## src/design/rsat_pkg.sv

```systemverilog
`default_nettype none

package rsat_pkg;

  localparam int SLOT_COUNT_DEFAULT = 16;
  localparam int SEQ_W = 16;
  localparam int ACTION_W = 2;
  localparam int SLOT_OUT_W = 4;

  // Input action codes
  localparam logic [ACTION_W-1:0] ACT_SENT      = 2'd0;
  localparam logic [ACTION_W-1:0] ACT_HEARTBEAT = 2'd1;
  localparam logic [ACTION_W-1:0] ACT_ACKNACK   = 2'd2;

  // Result kind codes
  localparam logic KIND_REPORT = 1'b0;
  localparam logic KIND_RESEND = 1'b1;

  typedef enum logic [2:0] {
    ST_IDLE,
    ST_MUL_Q,
    ST_MUL_R,
    ST_CLEAR,
    ST_SCAN,
    ST_FLUSH,
    ST_REPORT
  } state_t;

  // One operation on the slot occupancy map per cycle
  typedef struct packed {
    logic set;
    logic clr;
  } slot_op_t;

endpackage

`default_nettype wire

```

## src/design/reliable_sender_ack_tracker_unit.sv

```systemverilog
`default_nettype none

// Acknowledgement tracker for the sender side of a reliable stream with
// 16-bit serial sequence numbers. A sent request marks slot (seq mod
// SLOT_COUNT) full; a heartbeat request returns one report (last acked + 1,
// last sent); an acknack frees the acknowledged slots, moves last acked to
// seq - 1 and returns one resend request per set mask bit whose slot is
// still full, lowest bit first, with last_of_run on the final one. One
// request is handled at a time and in_ready is high only when idle. The
// slot index comes from a shared 16x32 multiplier (reciprocal multiply,
// then multiply back and subtract). An acknack then walks the slot map: it
// clears one slot per cycle for each of the C (0..SLOT_COUNT) slots freed and
// then tests one mask position per cycle, SLOT_COUNT in all, unless the walk
// is stalled. A resend is held one step in a lookahead register so the
// last one can be tagged; the walk stalls only when that register must move
// into a still-occupied output register. The output register lets a new
// request in while the final result still waits to be taken.
module reliable_sender_ack_tracker_unit
  import rsat_pkg::*;
#(
  parameter int SLOT_COUNT = SLOT_COUNT_DEFAULT
) (
  input  wire logic                  clk,
  input  wire logic                  rst,
  input  wire logic                  in_valid,
  output logic                       in_ready,
  input  wire logic [ACTION_W-1:0]   action,
  input  wire logic [SEQ_W-1:0]      seq_num,
  input  wire logic [SEQ_W-1:0]      loss_mask,
  output logic                       out_valid,
  input  wire logic                  out_ready,
  output logic                       kind,
  output logic [SEQ_W-1:0]           first_unacked,
  output logic [SEQ_W-1:0]           last_unacked,
  output logic [SEQ_W-1:0]           resend_seq,
  output logic [SLOT_OUT_W-1:0]      resend_slot,
  output logic                       last_of_run
);

  localparam int SLOT_W = $clog2(SLOT_COUNT);
  localparam int CNT_W  = $clog2(SLOT_COUNT + 1);
  localparam int RECIP_W = 32;
  localparam int PROD_W = SEQ_W + RECIP_W;
  // ceil(2^32 / SLOT_COUNT): exact quotient for any 16-bit dividend
  localparam logic [RECIP_W-1:0] RECIP =
    RECIP_W'(((64'd1 << 32) + 64'(SLOT_COUNT) - 64'd1) / 64'(SLOT_COUNT));

  state_t state, state_next;

  // Request registers
  logic [ACTION_W-1:0] act_q;
  logic [SEQ_W-1:0]    seq_q;
  logic [SEQ_W-1:0]    nack_q;

  // Tracker state
  logic [SEQ_W-1:0]  last_acked;
  logic [SEQ_W-1:0]  newest_sent;
  logic [SLOT_W-1:0] start_slot;   // (last_acked + 1) mod SLOT_COUNT

  // Sequencer registers
  logic [SEQ_W-1:0]  q_reg;
  logic [CNT_W-1:0]  count_q;
  logic [CNT_W-1:0]  cnt;
  logic [SLOT_W-1:0] walk_slot;
  logic [SEQ_W-1:0]  walk_seq;     // number whose slot is walk_slot

  // Lookahead resend
  logic              cand_valid;
  logic [SEQ_W-1:0]  cand_seq;
  logic [SLOT_W-1:0] cand_slot;

  // Shared multiplier
  logic [SEQ_W-1:0]   mul_a;
  logic [RECIP_W-1:0] mul_b;
  logic [PROD_W-1:0]  prod;
  logic [SEQ_W-1:0]   rem;
  logic [SLOT_W-1:0]  slot_calc;

  logic [SEQ_W-1:0]  fwd_dist;
  logic              ahead;
  logic [CNT_W-1:0]  clr_count;

  logic [SLOT_W-1:0] walk_inc;
  logic              nack_bit;
  logic              slot_full;
  logic              hit;
  logic              out_free;
  logic              scan_stall;
  logic              scan_adv;
  logic              scan_last;
  logic              clear_last;

  slot_op_t          slot_op;
  logic [SLOT_W-1:0] slot_idx;
  logic              cand_load;
  logic              load_resend;
  logic              load_report;

  rsat_slots #(
    .SLOT_COUNT(SLOT_COUNT),
    .SLOT_W(SLOT_W)
  ) u_slots (
    .clk (clk),
    .rst (rst),
    .op  (slot_op),
    .idx (slot_idx),
    .full(slot_full)
  );

  // Datapath helpers
  assign prod      = PROD_W'(mul_a) * PROD_W'(mul_b);
  assign rem       = seq_q - prod[SEQ_W-1:0];
  assign slot_calc = rem[SLOT_W-1:0];

  // Serial distance from last_acked + 1 to the acknack number; half range
  // counts as not ahead
  assign fwd_dist = seq_q - (last_acked + 16'd1);
  assign ahead    = (fwd_dist != '0) && !fwd_dist[SEQ_W-1];
  always_comb begin
    if (!ahead) begin
      clr_count = '0;
    end else if (fwd_dist > SEQ_W'(SLOT_COUNT)) begin
      clr_count = CNT_W'(SLOT_COUNT);
    end else begin
      clr_count = fwd_dist[CNT_W-1:0];
    end
  end

  // Slot of the next number; a sequence wrap restarts at slot 0
  assign walk_inc   = (walk_seq == '1 || walk_slot == SLOT_W'(SLOT_COUNT - 1)) ?
                      '0 : walk_slot + 1'b1;
  assign nack_bit   = nack_q[4'(cnt)];
  assign hit        = nack_bit && slot_full;
  assign out_free   = !out_valid || out_ready;
  assign scan_stall = hit && cand_valid && !out_free;
  assign scan_adv   = (state == ST_SCAN) && !scan_stall;
  assign scan_last  = (cnt == CNT_W'(SLOT_COUNT - 1));
  assign clear_last = (cnt == count_q - 1'b1);

  // Next state
  always_comb begin
    state_next = state;
    unique case (state)
      ST_IDLE: begin
        if (in_valid) begin
          unique case (action) inside
            ACT_SENT, ACT_ACKNACK: state_next = ST_MUL_Q;
            ACT_HEARTBEAT:         state_next = ST_REPORT;
            default:               state_next = ST_IDLE;
          endcase
        end
      end
      ST_MUL_Q: state_next = ST_MUL_R;
      ST_MUL_R: begin
        if (act_q == ACT_SENT) begin
          state_next = ST_IDLE;
        end else if (clr_count == '0) begin
          state_next = ST_SCAN;
        end else begin
          state_next = ST_CLEAR;
        end
      end
      ST_CLEAR: begin
        if (clear_last) begin
          state_next = ST_SCAN;
        end
      end
      ST_SCAN: begin
        if (scan_adv && scan_last) begin
          state_next = ST_FLUSH;
        end
      end
      ST_FLUSH: begin
        if (!cand_valid || out_free) begin
          state_next = ST_IDLE;
        end
      end
      ST_REPORT: begin
        if (out_free) begin
          state_next = ST_IDLE;
        end
      end
      default: state_next = ST_IDLE;
    endcase
  end

  // Control outputs
  always_comb begin
    in_ready    = 1'b0;
    mul_a       = q_reg;
    mul_b       = RECIP_W'(SLOT_COUNT);
    slot_op     = '0;
    slot_idx    = walk_slot;
    cand_load   = 1'b0;
    load_resend = 1'b0;
    load_report = 1'b0;
    unique case (state)
      ST_IDLE: in_ready = 1'b1;
      ST_MUL_Q: begin
        mul_a = seq_q;
        mul_b = RECIP;
      end
      ST_MUL_R: begin
        slot_idx    = slot_calc;
        slot_op.set = (act_q == ACT_SENT);
      end
      ST_CLEAR: slot_op.clr = 1'b1;
      ST_SCAN: begin
        cand_load   = scan_adv && hit;
        load_resend = scan_adv && hit && cand_valid;
      end
      ST_FLUSH:  load_resend = cand_valid && out_free;
      ST_REPORT: load_report = out_free;
      default: ;
    endcase
  end

  // Sequencer and tracker registers
  always_ff @(posedge clk) begin
    if (rst) begin
      state       <= ST_IDLE;
      last_acked  <= '1;
      newest_sent <= '1;
      start_slot  <= '0;
      cand_valid  <= 1'b0;
    end else begin
      state <= state_next;
      unique case (state)
        ST_IDLE: begin
          if (in_valid) begin
            act_q  <= action;
            seq_q  <= seq_num;
            nack_q <= loss_mask;
          end
        end
        ST_MUL_Q: q_reg <= prod[PROD_W-1:RECIP_W];
        ST_MUL_R: begin
          if (act_q == ACT_SENT) begin
            newest_sent <= seq_q;
          end else begin
            count_q    <= clr_count;
            cnt        <= '0;
            walk_slot  <= (clr_count == '0) ? slot_calc : start_slot;
            walk_seq   <= (clr_count == '0) ? seq_q : last_acked + 16'd1;
            start_slot <= slot_calc;
            last_acked <= seq_q - 16'd1;
          end
        end
        ST_CLEAR: begin
          if (clear_last) begin
            cnt       <= '0;
            walk_slot <= start_slot;
            walk_seq  <= seq_q;
          end else begin
            cnt       <= cnt + 1'b1;
            walk_slot <= walk_inc;
            walk_seq  <= walk_seq + 16'd1;
          end
        end
        ST_SCAN: begin
          if (scan_adv) begin
            cnt       <= cnt + 1'b1;
            walk_slot <= walk_inc;
            walk_seq  <= walk_seq + 16'd1;
          end
          if (cand_load) begin
            cand_valid <= 1'b1;
            cand_seq   <= seq_q + SEQ_W'(cnt);
            cand_slot  <= walk_slot;
          end
        end
        ST_FLUSH: begin
          if (load_resend) begin
            cand_valid <= 1'b0;
          end
        end
        default: ;
      endcase
    end
  end

  // Output register
  always_ff @(posedge clk) begin
    if (rst) begin
      out_valid <= 1'b0;
    end else if (load_resend) begin
      out_valid     <= 1'b1;
      kind          <= KIND_RESEND;
      first_unacked <= '0;
      last_unacked  <= '0;
      resend_seq    <= cand_seq;
      resend_slot   <= SLOT_OUT_W'(cand_slot);
      last_of_run   <= (state == ST_FLUSH);
    end else if (load_report) begin
      out_valid     <= 1'b1;
      kind          <= KIND_REPORT;
      first_unacked <= last_acked + 16'd1;
      last_unacked  <= newest_sent;
      resend_seq    <= '0;
      resend_slot   <= '0;
      last_of_run   <= 1'b1;
    end else if (out_ready) begin
      out_valid <= 1'b0;
    end
  end

endmodule

`default_nettype wire

```

## src/design/rsat_slots.sv

```systemverilog
`default_nettype none

module rsat_slots
  import rsat_pkg::*;
#(
  parameter int SLOT_COUNT = SLOT_COUNT_DEFAULT,
  parameter int SLOT_W = $clog2(SLOT_COUNT)
) (
  input  wire logic              clk,
  input  wire logic              rst,
  input  wire slot_op_t          op,
  input  wire logic [SLOT_W-1:0] idx,
  output logic                   full
);

  logic [SLOT_COUNT-1:0] full_q;

  always_ff @(posedge clk) begin
    if (rst) begin
      full_q <= '0;
    end else if (op.set) begin
      full_q[idx] <= 1'b1;
    end else if (op.clr) begin
      full_q[idx] <= 1'b0;
    end
  end

  assign full = full_q[idx];

endmodule

`default_nettype wire
```

## config.mk

```make
export PLATFORM = sky130hd
export DESIGN_NAME = reliable_sender_ack_tracker_unit
export DESIGN_NICKNAME = d
export VERILOG_FILES = /design/src/design/rsat_pkg.sv /design/src/design/reliable_sender_ack_tracker_unit.sv /design/src/design/rsat_slots.sv
export SDC_FILE = /design/constraint.sdc
export NUM_CORES = 1
export LEC_CHECK = 0
export BUFFER_PORTS_ARGS = -buffer_cell sky130_fd_sc_hd__buf_2
export CAP_MARGIN = 20
export CORE_AREA = 8 8 147 149
export DETAILED_ROUTE_END_ITERATION = 10
export DIE_AREA = 0 0 155 157
export PLACE_DENSITY = 0.74
export RECOVER_POWER = 25
export SYNTH_ARGS = -nofsm -noshare
export SYNTH_HDL_FRONTEND = slang
export SYNTH_HIERARCHICAL = 1
export SYNTH_SLANG_ARGS = --single-unit
export TNS_END_PERCENT = 30
```

## constraint.sdc

```tcl
create_clock -name clk -period 18.3 [get_ports clk]
set_input_delay 3.66 -clock clk [delete_from_list [all_inputs] [get_ports clk]]
set_output_delay 3.66 -clock clk [all_outputs]
set_load 0.01 [all_outputs]
```

### After elaboration in Yosys (flattened, before gate mapping)

Cells that the tools add are included.

* bits in registers: 211
* latch bits: 0
* memory bits (writable): 0
* ROM bits: 0
* bits of input ports: 38
* output and inout bits: 56
* word-level logic and storage cells: 160
* memories kept: 0

* add/sub/neg operators: 9
* multiply operators: 1
* div/mod/pow operators: 0
* $lt $le $gt $ge: 4
* equality and inequality tests: 21
* shift operators: 0
* mux-type cells: 58
* bitwise gates (word level): 5
* reductions and logical operators: 39

Operator list (number)
* $mux 16: 11
* $pmux 16 s3: 1
* $mul 16x29->45: 1
* $add 16x1->16 const B: 2
* $mux 4: 8
* $mux 29: 1
* $mux 5: 5
* $mux 3: 7
* $pmux 3 s7: 1
* $add 16x5->16: 1
* $and 16x16->16: 1
* $eq 16x16->1 const B: 1
* $gt 16x5->1 const B: 1
* $mux 1: 16
* $ne 2x2->1 const B: 8
* $not 16->16: 1
* $or 16x16->16: 1
* $reduce_bool 16->1: 1
* $sub 16x1->16 const B: 1
* $sub 16x16->16: 1
* $pmux 5 s3: 1
* $pmux 4 s3: 1
* $reduce_and 3->1: 4
* $logic_and 1x1->1: 10
* other kinds (31): 51

### Longest topological paths before layout

* depth after elaboration: 17
* depth in mapped cells: 15

### By module

The synthesis kept the hierarchy.

By module, submodules not included
* reliable_sender_ack_tracker_unit: instances 1, cells each 867, area an instance 9517.9 um2
* rsat_slots: instances 1, cells each 94, area an instance 869.6 um2

### Worst setup path before layout

Ideal clock, no wire load.

* path kind: input to register
* start point: input out_ready
* end point: register first_unacked[0], enable pin
* library setup time: 466 ps
* data arrival time: 7074 ps
* required time: 17834 ps
* path slack: 10760 ps
* cell stages on the path: 6
* cell sequence: nor2b_1 -> a211o_1 -> a21oi_1 -> clkbuf_1 -> a31oi_1 -> nor2_1

* longest elaborated chain between the ends: 10

Ends and longest elaborated chain
* start: declaration: line reliable_sender_ack_tracker_unit.sv:31 `input wire logic out_ready,`
* $logic_or 1x1->1 (*): line reliable_sender_ack_tracker_unit.sv:134 `assign out_free = !out_valid || out_ready;`
* $logic_not 1->1: line reliable_sender_ack_tracker_unit.sv:135 `assign scan_stall = hit && cand_valid && !out_free;`
* $logic_and 1x1->1: line reliable_sender_ack_tracker_unit.sv:135
* $logic_not 1->1: line reliable_sender_ack_tracker_unit.sv:136 `assign scan_adv = (state == ST_SCAN) && !scan_stall;`
* $logic_and 1x1->1: line reliable_sender_ack_tracker_unit.sv:136
* $logic_and 1x1->1 (2 in a row): line reliable_sender_ack_tracker_unit.sv:210 `load_resend = scan_adv && hit && cand_valid;`
* $pmux 1 s2: line reliable_sender_ack_tracker_unit.sv:197 `unique case (state)`
* $reduce_bool 2->1 (no source line) (*)
* $reduce_and 2->1 (no source line) (*)
* end signal: assignment: line reliable_sender_ack_tracker_unit.sv:297 `first_unacked <= last_acked + 16'd1;`
* end: declaration: line reliable_sender_ack_tracker_unit.sv:33 `output logic [SEQ_W-1:0] first_unacked,`

Mark *: on every way between the ends. The rest lies on a longest branch, timed or not.
A chain may end at the register's enable or synchronous reset.

### Worst setup path in the final report

* start point: input rst
* end point: register seq_q[14], enable pin

* longest elaborated chain between the ends: 2

Ends and longest elaborated chain
* start: declaration: line reliable_sender_ack_tracker_unit.sv:24 `input wire logic rst,`
* $not 1->1 (no source line)
* $reduce_and 3->1 (no source line)
* end signal: assignment: line reliable_sender_ack_tracker_unit.sv:232 `seq_q <= seq_num;`
* end: declaration: line reliable_sender_ack_tracker_unit.sv:52 `logic [SEQ_W-1:0] seq_q;`

Every way passes these cells.

==> impl_metrics.csv <==
group,metric,value,unit
outcome,status,"finished with violations",
outcome,violations,"capacitance limit, slew limit",
setup_path,crit_start,"rst",
clock_tree,clkSinkCount,195,
setup_path,rr_endpoint,"walk_seq[14]",
global_routing,grt_overflow,0,
routing,vias,7658,
hold_path,worstHoldPathCells,2,
clock_tree,ctsHoldBuffers,0,
die,die_h,157,um
timing,hold_violations,0,
hold_path,hold_path.class,"reg -> reg",
finish,area_delta_synth_final,11.8,%
synth,syn_inst,961,
clock_tree,cts_buffers,17,
clock_tree,cts_root_buffer,"clkbuf_16",
timing,tightest_slew,2.92,ns
die,die_area,24300,um2
global_routing,antenna_found_initial,0,
synth,synthFlopType,"edfxtp_1",
synth,synth_edf_count,138,
finish,drive_gt1_share,17.4,%
timing,finalSetupViolCount,0,
finish,nFillCells,1539,
setup_path,reg2reg_slack,13.31,ns
synth,yosysWarnings,6,
setup_path,critical_path_arrival,6.65,ns
synth,syn-cell-area,10400,um2
setup_path,path_cells,"buf_2 > clkbuf_1 > inv_1 > and3_2",
place,port_buffers,93,
setup_path,rr_startpoint,"last_acked[0]",
routing,postRouteAntennaNets,0,
setup_path,cp_max_fo,61,
setup_path,criticalPathCategory,"in -> reg",
clock_tree,cts_tree,"done",
routing,drt_wl_total,23800,um
global_routing,grt_pass1_wl,38000,um
setup_path,end_kind,"flop",
clock_tree,clock_latency,0.44,ns
die,io_pins,94,
finish,n_antenna_cell,0,
timing,grt_setup_unrepaired,"no",
place,place.gp.congestion,0.911,
timing,final.setup.tns,0,ns
finish,fin_nets,1081,
routing,routed_via_density,5.88,
die,row_count,51,
setup_path,crit_end,"seq_q[14]",
job,max_cap_violations,1,
setup_path,required,18.37,ns
synth,ys_ff_latch,195,
timing,fin_skew,0.0109,ns
clock_tree,cts_resized,0,
clock_tree,htreeDepth,4,
die,start_util,54.1,%
timing,holdWs,0.461,ns
place,dp.final_hpwl,16500,um
power_and_ir_drop,ir_worst_vdd,0.212,mV
synth,synth_cell_types,92,
timing,final_max_slew_viol_count,62,
die,design.core.area,19200,um2
power_and_ir_drop,power,2.53,mW
setup_path,rr_worst_depth,12,
clock_tree,cts_setup_buffers,0,
timing,max_slew_margin,-94.6,%
clock_tree,clk_path_buf_depth,2,
routing,drc,0,
power_and_ir_drop,total_leakage_power,4.24,nW
power_and_ir_drop,power_density,218,nW/um2
timing,finalCritPeriodShare,36.0,%
timing,fmax,0.152,GHz
routing,wl_per_cell,18.2,um
global_routing,grt_max_degree,62,
synth,synth.avg_cell_area,10.8,um2
die,die_w,155,um
synth,yosysSeqAreaShare,50.9,%
routing,drtIter0Drc,613,
setup_path,critPathMaxStageDelay,2.06,ns
global_routing,grt_usage,19.8,%
setup_path,start_kind,"input port",
timing,period_needed,6.58,ns
setup_path,crit_slowest_cell,"clkbuf_1",
global_routing,grt_pass1_vias,7221,
synth,synth_nets,1017,
routing,first_pass_iters,5,
synth,async_flop_share,0,%
clock_tree,cts.reportedPaths.clkPinSlew,0.07,ns
-- routing by layer --
layer  vias up  share of wire [%]  GRT usage [%]
li1       3665                  -              -
met5         -                  0              0
met3        35                6.9           3.84
met2       289                 47           31.5
met4         0                1.9           7.09
met1      3669                 44           26.5
-- cell type report --
type	count	area [um2]	area share, %
flip-flops and latches	195	5290	45.5
multi-input cells	664	4670	40.2
repair buffers	104	548	4.72
clock buffers	18	429	3.69
well taps	265	332	2.85
clock inverters	14	190	1.64
inverters	43	161	1.39
-- worst min path at each step --
stage                    startpoint               to  slack (ns)
finish              newest_sent[14]  newest_sent[14]        0.46
global route         newest_sent[9]   newest_sent[9]        0.49
CTS                            flop             flop        0.46
detailed placement  newest_sent[14]  newest_sent[14]        0.45
global placement     newest_sent[3]   newest_sent[3]        0.44
floorplan            newest_sent[3]   newest_sent[3]        0.43
-- worst max-delay path, delay by kind of cell --
kind          cells  cell delay, ns
simple gates      1            0.64
buf+inv           3            2.32
-- metrics by stage --
stage	instances	utilization [%]	setup WS (ns)	instance area (um2)
final	1303	60.5	11.72	11600
after global routing	1303	60.5	11.42	11600
after CTS	1302	60.4	13.17	11600
after detailed placement	1270	57.2	12.83	11000
after global placement	1270	57.2	12.88	11000
after floorplan	961	-	10.76	10400
-- power breakdown --
part / internal, mW / switching (mW) / total, mW
Sequential: 0.603 / 0.0707 / 0.674
Combinational: 0.560 / 0.908 / 1.47
Clock: 0.209 / 0.178 / 0.387
Total: 1.37 / 1.16 / 2.53
-- flip-flops by register name, indices dropped and copies added, names as in the netlist, named ones only --
| register | count |
|---|---|
| last_acked | 16 |
| cand_slot | 4 |
| newest_sent | 16 |
| first_unacked | 16 |
| state | 3 |
| cnt | 5 |
| cand_seq | 16 |
| walk_slot | 4 |
| seq_q | 16 |
| last_unacked | 16 |
| last_of_run | 1 |
| out_valid | 1 |
| kind | 1 |
| walk_seq | 16 |
| cand_valid | 1 |
| act_q | 2 |
| resend_seq | 16 |
| start_slot | 4 |
| resend_slot | 4 |
| count_q | 5 |
| nack_q | 16 |
-- synth_stat cells, types with 8 or more instances --
cell | count | area (um2)
o221ai_2 | 8 | 120
a31oi_1 | 8 | 50.1
ha_1 | 16 | 200
nor4_1 | 11 | 68.8
and2_1 | 28 | 175
or2_2 | 8 | 50.1
a21oi_1 | 45 | 225
nand2_1 | 89 | 334
o221ai_1 | 9 | 78.8
nand2b_1 | 9 | 56.3
xor2_1 | 9 | 78.8
o31ai_1 | 14 | 105
a211o_1 | 16 | 140
nor2_1 | 72 | 270
dfxtp_1 | 57 | 1140
edfxtp_1 | 138 | 4140
nand4_1 | 28 | 175
o21ai_0 | 22 | 110
clkbuf_1 | 39 | 146
and3_1 | 10 | 62.6
inv_1 | 41 | 154
nand3_1 | 23 | 115
nor2b_1 | 22 | 138
xnor2_1 | 68 | 596
nor3_1 | 16 | 80.1
nand3b_1 | 17 | 128
-- cells in the final DEF (no fill, tap or decap), types with 22 or more instances in the layout --
cell type | Yosys | routed
xnor2_1 | 68 | 68
dfxtp_1 | 57 | 57
nor2b_1 | 22 | 22
nand4_1 | 28 | 28
nand2_1 | 89 | 89
and2_1 | 28 | 28
nor2_1 | 72 | 71
nand3_1 | 23 | 23
buf_2 | 7 | 86
edfxtp_1 | 138 | 138
inv_1 | 41 | 41
a21oi_1 | 45 | 44
-- logic make-up (layout without fill, tap and decap cells) --
group	after synthesis	in the layout	synth area share, %
adders and majority gates	22	22	2.72
AOI/OAI and AO/OA	192	192	14.2
xor gates and xnor gates	80	80	7.08
DFF	195	195	50.9
muxes	15	15	2.67
and+or+nand+nor	355	355	18.0
buffers and inverters	102	179	4.49
Note: power is estimated with default switching activity, not from simulation.
